<file path="src/hdl/gddu_pkg.sv">
// shared types, constants and the month table of the date difference unit
// no dependencies
`default_nettype none

package gddu_pkg;

  localparam int unsigned YEAR_W    = 14;
  localparam int unsigned MONTH_W   = 4;
  localparam int unsigned DAY_W     = 5;
  localparam int unsigned DIFF_W    = 23;
  localparam int unsigned WDAY_W    = 3;
  localparam int unsigned DAY_NUM_W = 23;
  localparam int unsigned ORD_W     = 9;
  localparam int unsigned LEAPS_W   = 13;

  // reciprocal of 100 scaled by 2^19, exact for operands below 43690
  localparam logic [12:0] RECIP_100    = 13'd5243;
  localparam int unsigned DIV100_SHIFT = 19;

  localparam logic [MONTH_W-1:0] MONTH_JAN = 4'd1;
  localparam logic [MONTH_W-1:0] MONTH_FEB = 4'd2;
  localparam logic [MONTH_W-1:0] MONTH_DEC = 4'd12;

  // day number of 1970-01-01 (a thursday) is 5 below a multiple of 7 plus 4
  localparam logic [5:0] WDAY_OFFSET = 6'd5;
  localparam logic [2:0] WDAY_MOD    = 3'd7;

  localparam logic signed [DIFF_W:0] DIFF_MAX = 24'sd4194303;
  localparam logic signed [DIFF_W:0] DIFF_MIN = -24'sd4194304;

  typedef struct packed {
    logic [YEAR_W-1:0]  from_year;
    logic [MONTH_W-1:0] from_month;
    logic [DAY_W-1:0]   from_day;
    logic [YEAR_W-1:0]  to_year;
    logic [MONTH_W-1:0] to_month;
    logic [DAY_W-1:0]   to_day;
  } date_pair_t;

  typedef struct packed {
    logic signed [DIFF_W-1:0] day_difference;
    logic [WDAY_W-1:0]        weekday;
    logic                     bad_date;
  } result_t;

  typedef struct packed {
    logic [YEAR_W-1:0]  year;
    logic [MONTH_W-1:0] month;
    logic [DAY_W-1:0]   day;
  } date_t;

  // control bits that ride along with a beat through the pipeline
  typedef struct packed {
    logic valid;
    logic bad;
  } pipe_ctl_t;

  // days in the year before the first of the given month (non-leap)
  function automatic logic [ORD_W-1:0] days_before_month(input logic [MONTH_W-1:0] m);
    logic [ORD_W-1:0] r;
    case (m)
      4'd1:    r = 9'd0;
      4'd2:    r = 9'd31;
      4'd3:    r = 9'd59;
      4'd4:    r = 9'd90;
      4'd5:    r = 9'd120;
      4'd6:    r = 9'd151;
      4'd7:    r = 9'd181;
      4'd8:    r = 9'd212;
      4'd9:    r = 9'd243;
      4'd10:   r = 9'd273;
      4'd11:   r = 9'd304;
      4'd12:   r = 9'd334;
      default: r = 9'd0;
    endcase
    return r;
  endfunction

endpackage

`default_nettype wire

</file>
<file path="src/hdl/gddu_day_number.sv">
// three-stage pipeline mapping one date to its linear day number
// depends on gddu_pkg
`default_nettype none

module gddu_day_number import gddu_pkg::*; (
  input  wire logic                 clk_i,
  input  wire logic                 rst_ni,
  input  wire pipe_ctl_t            ctl_i,
  input  wire date_t                date_i,
  output pipe_ctl_t                 ctl_o,
  output logic [DAY_NUM_W-1:0]      day_num_o
);

  // stage 1: reciprocal products for the century and 400-year counts
  pipe_ctl_t          ctl1_q;
  logic [YEAR_W-1:0]  year1_q;
  logic [MONTH_W-1:0] month1_q;
  logic [DAY_W-1:0]   day1_q;
  logic [27:0]        p100_d, p100_q;
  logic [25:0]        p400_d, p400_q;
  logic [14:0]        y_p99, y_p399;

  always_comb begin
    y_p99  = {1'b0, date_i.year} + 15'd99;
    y_p399 = {1'b0, date_i.year} + 15'd399;
    p100_d = 28'(y_p99) * 28'(RECIP_100);
    p400_d = 26'(y_p399[14:2]) * 26'(RECIP_100);
  end

  always_ff @(posedge clk_i or negedge rst_ni) begin
    if (!rst_ni) begin
      ctl1_q <= '0;
    end else begin
      ctl1_q <= ctl_i;
    end
  end

  always_ff @(posedge clk_i) begin
    year1_q  <= date_i.year;
    month1_q <= date_i.month;
    day1_q   <= date_i.day;
    p100_q   <= p100_d;
    p400_q   <= p400_d;
  end

  // stage 2: leap test, leap days before the year, year days, ordinal day
  pipe_ctl_t            ctl2_q;
  logic [7:0]           c100;
  logic [5:0]           c400;
  logic [12:0]          q4;
  logic [14:0]          yr_ext;
  logic                 div100, div400, leap;
  logic [13:0]          leaps_full;
  logic [DAY_NUM_W-1:0] yd_d, yd2_q;
  logic [LEAPS_W-1:0]   leaps2_q;
  logic [ORD_W-1:0]     ord_d, ord2_q;

  always_comb begin
    // ceilings of year/100 and year/400
    c100       = p100_q[DIV100_SHIFT+7:DIV100_SHIFT];
    c400       = p400_q[DIV100_SHIFT+5:DIV100_SHIFT];
    yr_ext     = {1'b0, year1_q};
    q4         = 13'(({1'b0, year1_q} + 15'd3) >> 2);
    div100     = (15'(c100) * 15'd100) == yr_ext;
    div400     = (15'(c400) * 15'd400) == yr_ext;
    leap       = div400 || ((year1_q[1:0] == 2'b00) && !div100);
    leaps_full = {1'b0, q4} - {6'b0, c100} + {8'b0, c400};
    yd_d       = DAY_NUM_W'(year1_q) * 23'd365;
    ord_d      = days_before_month(month1_q) + ORD_W'(day1_q)
               + ORD_W'((month1_q > MONTH_FEB) && leap);
  end

  always_ff @(posedge clk_i or negedge rst_ni) begin
    if (!rst_ni) begin
      ctl2_q <= '0;
    end else begin
      ctl2_q <= ctl1_q;
    end
  end

  always_ff @(posedge clk_i) begin
    yd2_q    <= yd_d;
    leaps2_q <= leaps_full[LEAPS_W-1:0];
    ord2_q   <= ord_d;
  end

  // stage 3: final sum
  pipe_ctl_t            ctl3_q;
  logic [DAY_NUM_W-1:0] num3_q;

  always_ff @(posedge clk_i or negedge rst_ni) begin
    if (!rst_ni) begin
      ctl3_q <= '0;
    end else begin
      ctl3_q <= ctl2_q;
    end
  end

  always_ff @(posedge clk_i) begin
    num3_q <= yd2_q + DAY_NUM_W'(leaps2_q) + DAY_NUM_W'(ord2_q);
  end

  assign ctl_o     = ctl3_q;
  assign day_num_o = num3_q;

endmodule

`default_nettype wire

</file>
<file path="src/hdl/gregorian_date_difference_unit.sv">
// top level: two day-number pipelines, difference and weekday stages
// depends on gddu_pkg and gddu_day_number
`default_nettype none

// Takes one date pair per clock and returns the signed day difference
// (to minus from), the weekday of the second date (0 = sunday) and a bad
// date flag. A pair is taken on any clock edge with start high; busy is
// never raised. Every result appears on res_o for exactly one cycle with
// done_o high, in order, once its pair has passed the stages below. The
// receiver cannot hold a result off and must take each beat as it comes.
// Each pair passes through three day-number stages (reciprocal multiply, leap
// and year product, sum), one difference stage and the output register.
// A month outside 1..12 or a day of 0 gives bad_date with zero results.
// The difference saturates to the 23-bit signed range.
module gregorian_date_difference_unit import gddu_pkg::*; (
  input  wire logic       clk_i,
  input  wire logic       rst_ni,
  input  wire logic       start,
  output logic            busy,
  input  wire date_pair_t req_i,
  output logic            done_o,
  output result_t         res_o
);

  // the pipeline never stalls
  assign busy = 1'b0;

  // accept and range check
  pipe_ctl_t ctl_in;
  date_t     from_date, to_date;

  always_comb begin
    ctl_in.valid = start && !busy;
    ctl_in.bad   = (req_i.from_month < MONTH_JAN) || (req_i.from_month > MONTH_DEC)
                || (req_i.to_month < MONTH_JAN) || (req_i.to_month > MONTH_DEC)
                || (req_i.from_day == '0) || (req_i.to_day == '0);
    from_date    = '{year: req_i.from_year, month: req_i.from_month, day: req_i.from_day};
    to_date      = '{year: req_i.to_year, month: req_i.to_month, day: req_i.to_day};
  end

  // day numbers of both dates
  pipe_ctl_t            ctl3;
  logic [DAY_NUM_W-1:0] from_num, to_num;

  gddu_day_number u_from_num (
    .clk_i     (clk_i),
    .rst_ni    (rst_ni),
    .ctl_i     (ctl_in),
    .date_i    (from_date),
    .ctl_o     (),
    .day_num_o (from_num)
  );

  gddu_day_number u_to_num (
    .clk_i     (clk_i),
    .rst_ni    (rst_ni),
    .ctl_i     (ctl_in),
    .date_i    (to_date),
    .ctl_o     (ctl3),
    .day_num_o (to_num)
  );

  // stage 4: saturated difference and octal digit sum for mod 7
  pipe_ctl_t                ctl4_q;
  logic signed [DIFF_W:0]   diff_full;
  logic signed [DIFF_W-1:0] diff_d, diff4_q;
  logic [23:0]              num_pad;
  logic [5:0]               dsum_d, dsum4_q;

  always_comb begin
    diff_full = $signed({1'b0, to_num}) - $signed({1'b0, from_num});
    if (diff_full > DIFF_MAX) begin
      diff_d = DIFF_MAX[DIFF_W-1:0];
    end else if (diff_full < DIFF_MIN) begin
      diff_d = DIFF_MIN[DIFF_W-1:0];
    end else begin
      diff_d = diff_full[DIFF_W-1:0];
    end
    // 8 == 1 mod 7, so the octal digits sum to the same residue
    num_pad = {1'b0, to_num};
    dsum_d  = '0;
    for (int i = 0; i < 8; i++) begin
      dsum_d = dsum_d + 6'(num_pad[3*i +: 3]);
    end
  end

  always_ff @(posedge clk_i or negedge rst_ni) begin
    if (!rst_ni) begin
      ctl4_q <= '0;
    end else begin
      ctl4_q <= ctl3;
    end
  end

  always_ff @(posedge clk_i) begin
    diff4_q <= diff_d;
    dsum4_q <= dsum_d;
  end

  // stage 5: fold the residue and register the result beat
  logic [5:0]        wd_t;
  logic [3:0]        wd_u, wd_v;
  logic [WDAY_W-1:0] wday;
  result_t           res_d, res_q;
  logic              done_q;

  always_comb begin
    wd_t = dsum4_q + WDAY_OFFSET;
    wd_u = 4'(wd_t[5:3]) + 4'(wd_t[2:0]);
    wd_v = 4'(wd_u[3]) + 4'(wd_u[2:0]);
    if (wd_v >= 4'(WDAY_MOD)) begin
      wday = WDAY_W'(wd_v - 4'(WDAY_MOD));
    end else begin
      wday = wd_v[WDAY_W-1:0];
    end
    if (ctl4_q.bad) begin
      res_d = '{day_difference: '0, weekday: '0, bad_date: 1'b1};
    end else begin
      res_d = '{day_difference: diff4_q, weekday: wday, bad_date: 1'b0};
    end
  end

  always_ff @(posedge clk_i or negedge rst_ni) begin
    if (!rst_ni) begin
      done_q <= 1'b0;
    end else begin
      done_q <= ctl4_q.valid;
    end
  end

  always_ff @(posedge clk_i) begin
    res_q <= res_d;
  end

  assign done_o = done_q;
  assign res_o  = res_q;

endmodule

`default_nettype wire

</file>
<file path="config.mk">
export PLATFORM = sky130hd
export DESIGN_NAME = gregorian_date_difference_unit
export DESIGN_NICKNAME = d
export VERILOG_FILES = /design/src/hdl/gddu_pkg.sv /design/src/hdl/gddu_day_number.sv /design/src/hdl/gregorian_date_difference_unit.sv
export SDC_FILE = /design/constraint.sdc
export NUM_CORES = 2
export LEC_CHECK = 0
export BUFFER_PORTS_ARGS = -buffer_cell sky130_fd_sc_hd__buf_4
export CORE_ASPECT_RATIO = 0.75
export CORE_MARGIN = 2
export CORE_UTILIZATION = 40
export DETAILED_ROUTE_END_ITERATION = 16
export GPL_ROUTABILITY_DRIVEN = 0
export PLACE_DENSITY = 0.55
export SYNTH_ARGS = -nofsm -noshare
export SYNTH_HDL_FRONTEND = slang
export SYNTH_HIERARCHICAL = 1
export SYNTH_SLANG_ARGS = --single-unit
</file>
<file path="constraint.sdc">
create_clock -name clk_i -period 5.2 [get_ports clk_i]
set_input_delay 0.78 -clock clk_i [delete_from_list [all_inputs] [get_ports clk_i]]
set_output_delay 0.78 -clock clk_i [all_outputs]
set_load 0.1 [all_outputs]
</file>
## After elaboration in Yosys (flattened, before gate mapping)

Memory sizes are Yosys's and may differ from the RTL's. A register that Yosys moved wholly into a read port is not among the register bits.
Cells that the tools add are included.

- Flip-flop bits (word level): 351
- ROM bits: 288
- Input bits: 49
- Output and inout port bits: 29
- Logic and storage cells: 107
- Memories: 2

Memories:

| name | depth | bits a word | read ports | clocked after memory_dff | write ports | RTL line | RTL |
|---|---|---|---|---|---|---|---|
| (no name shown) | 16 | 9 | 1 | 1 | 0 | gddu_pkg.sv:61 | `case (m)` |
| (no name shown) | 16 | 9 | 1 | 1 | 0 | gddu_pkg.sv:61 |  |

- $add $sub $neg: 30
- $mul: 10
- Order comparisons: 9
- Equal/unequal tests: 4
- Mux-type cells: 3
- Reductions and logical operators: 17

Operator list:

| cell | count |
|---|---|
| 15-bit by 14-bit equality test with 1-bit output | 4 |
| 15-bit by 13-bit multiplier with 27-bit output, second input constant | 2 |
| 13-bit by 13-bit multiplier with 25-bit output, second input constant | 2 |
| 23-bit by 13-bit adder with 23-bit output | 2 |
| 23-bit by 9-bit adder with 23-bit output | 2 |
| 14-bit by 9-bit multiplier with 23-bit output, second input constant | 2 |
| 14-bit by 2-bit adder with 15-bit output, second input constant | 2 |
| 14-bit by 7-bit adder with 15-bit output, second input constant | 2 |
| 14-bit by 9-bit adder with 15-bit output, second input constant | 2 |
| 13-bit by 6-bit adder with 13-bit output | 2 |
| 8-bit by 5-bit multiplier with 13-bit output, second input constant | 2 |
| 13-bit by 8-bit subtractor with 13-bit output | 2 |
| 24-bit by 23-bit greater-than comparator with 1-bit output, second input constant | 1 |
| 24-bit by 23-bit < comparator with 1-bit output, second input constant | 1 |
| 23-bit by 23-bit subtractor with 24-bit output | 1 |
| 23-bit two-way mux | 1 |
| 6-bit by 5-bit multiplier with 11-bit output, second input constant | 2 |
| 6-bit by 3-bit adder with 6-bit output | 3 |
| 9-bit by 1-bit adder with 9-bit output | 2 |
| 9-bit by 5-bit adder with 9-bit output | 2 |
| 5-bit logical NOT | 2 |
| 3-bit by 3-bit adder with 4-bit output | 2 |
| 4-bit by 2-bit greater-than comparator with 1-bit output, second input constant | 2 |
| 4-bit greater-than comparator, second input constant | 2 |
| other kinds (14) | 26 |

## Depth between registers and ports, before layout

- Depth after elaboration: 7
- Gate-level depth with buffers: 28
- Gate-level depth less buffers: 28

## Modules after synthesis

Netlist, hierarchy kept.

Modules (own cells, without submodules):

| module | instances | cells an instance | area an instance (µm²) | sequential area each (µm²) |
|---|---|---|---|---|
| gddu_day_number at u_from_num | 1 | 1573 | 15441.1 | 2432.3 |
| gddu_day_number at u_to_num | 1 | 1585 | 15438.6 | 2432.3 |
| gregorian_date_difference_unit | 1 | 407 | 3764.9 | 1196.1 |

## Least setup slack after synthesis

Ideal clock, no wire load.

- Kind: input-to-reg
- Start point: input port req_i[9] (netlist name)
- End point: register u_to_num.p100_q[26]
- Setup time: 120 ps
- Arrival time: 6471 ps
- Required time: 5080 ps
- Slack: -1391 ps
- Stages on the path: 23
- Buffers on the path: 0
- Cells stage by stage: inv_1 > ha_1 > nor2b_1 > a31oi_1 > nand2b_1 > and4_1 > xnor2_1 > inv_1 > ha_1 > fa_1 > fa_1 > inv_1 > fa_1 > fa_1 > inv_1 > ha_1 > a21oi_1 > a21boi_0 > o21ba_2 > o41a_1 > a311oi_2 > a21oi_1 > xnor2_1

- Word-level cells in the longest chain between the ends: 2

Ends and longest elaborated chain:

| element | RTL line | RTL |
|---|---|---|
| start: declaration | gregorian_date_difference_unit.sv:20 | `input wire date_pair_t req_i,` |
| 14-bit by 7-bit adder with 15-bit output | gddu_day_number.sv:24 | `y_p99 = {1'b0, date_i.year} + 15'd99;` |
| 15-bit by 13-bit multiplier with 27-bit output | gddu_day_number.sv:26 | `p100_d = 28'(y_p99) * 28'(RECIP_100);` |
| named net u_to_num.p100_d[26] | gddu_day_number.sv:19 | `logic [27:0] p100_d, p100_q;` |
| end signal: assignment | gddu_day_number.sv:42 | `p100_q <= p100_d;` |
| end: declaration | gddu_day_number.sv:19 |  |

The timed path passes the listed nets, and every way through them passes these cells.
A chain may end at the register's enable or synchronous reset.

## Worst setup path after layout

- Start point: input port req_i[10] (netlist name)
- End point: register u_to_num.p100_q[25]

Same word-level chain as after synthesis.

==> metrics.cfg <==
[setup_path]
r2r-start=u_from_num/p400_q[20]
r2r_setup_slack_ns=0.29
r2r_end=u_from_num/ord2_q[8]
endpoint=u_to_num/p100_q[25]
crit_fanout=3
endpoint_kind=flop
cp.arrival_ns=6.33
slowest_stage=fa_1
ff2ff_path_depth=20
crit_type=input pin to flop
critPathMaxStageDelay_ns=0.58
cpMostUsedCell=fa_1
required_ns=5.63
startpoint=req_i[10]
start_kind=input pin

[placed_design]
post-dp-hpwl_mm=69.5
portBuffers=76

[detailed_routing]
drtPass1Iterations=5
wl_mm=81.8
drt_iter0_drc=1154
wl_per_cell_um=15.7
vias=24275
routed_via_density=4.65
post-route-drc-count=0
antenna_left=0

[global_route]
grt_overflow=0
grt_pass1_wl_mm=133
grt_util_all_layers_pct=18.8
grt_antenna_before_repair=10
grt_pass1_vias=24691
grt_max_degree=28

[timing]
rsz0062_at_grt=yes
maxSlewViolCount=0
fin_tns_setup_ns=-13.76
finalHoldViolations=0
setup_slack_ns=-0.695
fmax_mhz=170
fin_crit_sh_pct=113
worst_slew_pin_slew_ns=0.849
skew_ns=0.0178
relSlewSlack_pct=43.4
setup_viol=28
period_minus_slack_ns=5.90

[final_layout]
layout.area.seq_sq_mm=0.00591
drive_gt1_share_pct=22.1
multi_input_area_sq_mm=0.0274
fill_cells=8013
fin_nets=5198
syn2layout_area_growth_pct=24.8

[cts]
clock_latency_ns=0.55
cts.clk_slew.worst_paths_ns=0.06
cts_sinks=293
tritoncts=yes
root_buffer=clkbuf_16
numCtsBuffers=35
cts.path.max_buffers=3
postCtsHoldBufs=0
htree_levels=2

[yosys]
synth_nets=4704
syn-cell-area_sq_mm=0.0345
yosysWarnings=6
syn_inst=3559
synth_area_per_cell_sq_um=9.69

[min_path]
hold_path.class=input pin to asynchronous set/reset pin

[die]
die_width_um=343
num_rows=93
die_area_sq_mm=0.0886
start_util_pct=40.3
io_pins=78
core_area_sq_mm=0.0856
die_h_um=258

[job]
max_cap_violations=0

[status]
status=finished, violations left
violations=setup timing

-- per-layer routing --
metal | GRT usage, % | share of wire (%) | wire [um]
met3 | 3.62 | 5.2 | 4250
met1 | 31.3 | 57 | 46500
met2 | 24.8 | 37 | 30300
met4 | 2.52 | 0.95 | 775
met5 | 0 | 0.11 | 91
-- layout by cell type, fill, tap and decap left out, types with 16 or more instances in the layout --
cell / instances
inv_1: 798
buf_6: 30
o21ai_0: 55
ha_4: 67
nand2_1: 93
fa_1: 375
nand3_1: 35
xnor2_1: 204
a21oi_2: 25
nand4_1: 26
nand2b_1: 28
nor3_1: 29
inv_2: 58
xor2_1: 90
buf_4: 453
xnor2_2: 16
a21o_1: 60
dfxtp_1: 283
nor2b_1: 51
nor2_1: 92
o21bai_1: 21
clkbuf_16: 35
a21oi_1: 117
o21a_1: 19
ha_1: 632
-- registers in the layout, summed over array words and instances (netlist names), 4 cells and up, named ones only --
register              cells
u_from_num/yd2_q         23
u_from_num/p400_q         6
u_to_num/leaps2_q        13
u_to_num/p100_q           8
u_from_num/leaps2_q      13
u_from_num/ord2_q         9
u_from_num/p100_q         8
res_o                    27
u_to_num/yd2_q           23
u_to_num/day1_q           5
u_to_num/ord2_q           9
u_to_num/year1_q         14
diff4_q                  23
dsum4_q                   6
u_to_num/day_num_o       23
u_to_num/p400_q           6
u_to_num/month1_q         4
u_from_num/day_num_o     23
u_from_num/month1_q       4
u_from_num/year1_q       14
u_from_num/day1_q         5
-- worst max-delay path, delay by kind of cell --
family                     cells  cell delay, ns
xor gates and xnor gates       2            0.30
buffers and inverters          4            0.22
AOI/OAI and AO/OA              7            1.50
and+or+nand+nor                5            0.76
adders and majority gates      7            2.75
-- worst min path at each step --
stage,startpoint,to,slack (ns),depth (start not counted)
detailed placement,u_to_num/ctl_o[1],ctl4_q[1],0.34,0
CTS,rst_ni,u_to_num/ctl1_q[0],0.03,1
global placement,u_to_num/ctl_o[0],ctl4_q[0],0.33,0
finish,rst_ni,u_to_num/ctl1_q[0],0.05,1
global route,rst_ni,done_o,0.03,1
floorplan,u_to_num/ctl_o[0],ctl4_q[0],0.33,0
-- final cells by class --
type	instances	area share, %
flip-flops and latches	293	13.7
multi-input cells	2368	63.6
repair buffers	490	8.99
diodes	1	0.00581
clock buffers	45	2.28
clock inverters	18	0.471
inverters	865	7.63
well taps	1140	3.31
-- per-stage QoR --
step           setup slack (ns)  instance area (sq um)  cells  util [%]  hold WS [ns]
2_1_floorplan            -0.884                  35100   3559         -         0.331
6_report                 -0.695                  43000   5220      50.3        0.0546
3_3_place_gp              -1.31                  39600   5086      46.2         0.332
4_1_cts                  -0.731                  42100   5193      49.2        0.0311
3_5_place_dp              -1.34                  39600   5086      46.2         0.336
5_1_grt                  -0.890                  43000   5220      50.3        0.0345
-- what timing repair did --
item / CTS / global route
resized for setup: 188 / 132
pin swaps: 173 / 117
setup endpoints to repair: 28 / 30
setup buffers: 52 / 30
Power is not shown: default switching activity piles up to over one toggle a cycle in this logic, so the estimate is an artifact.
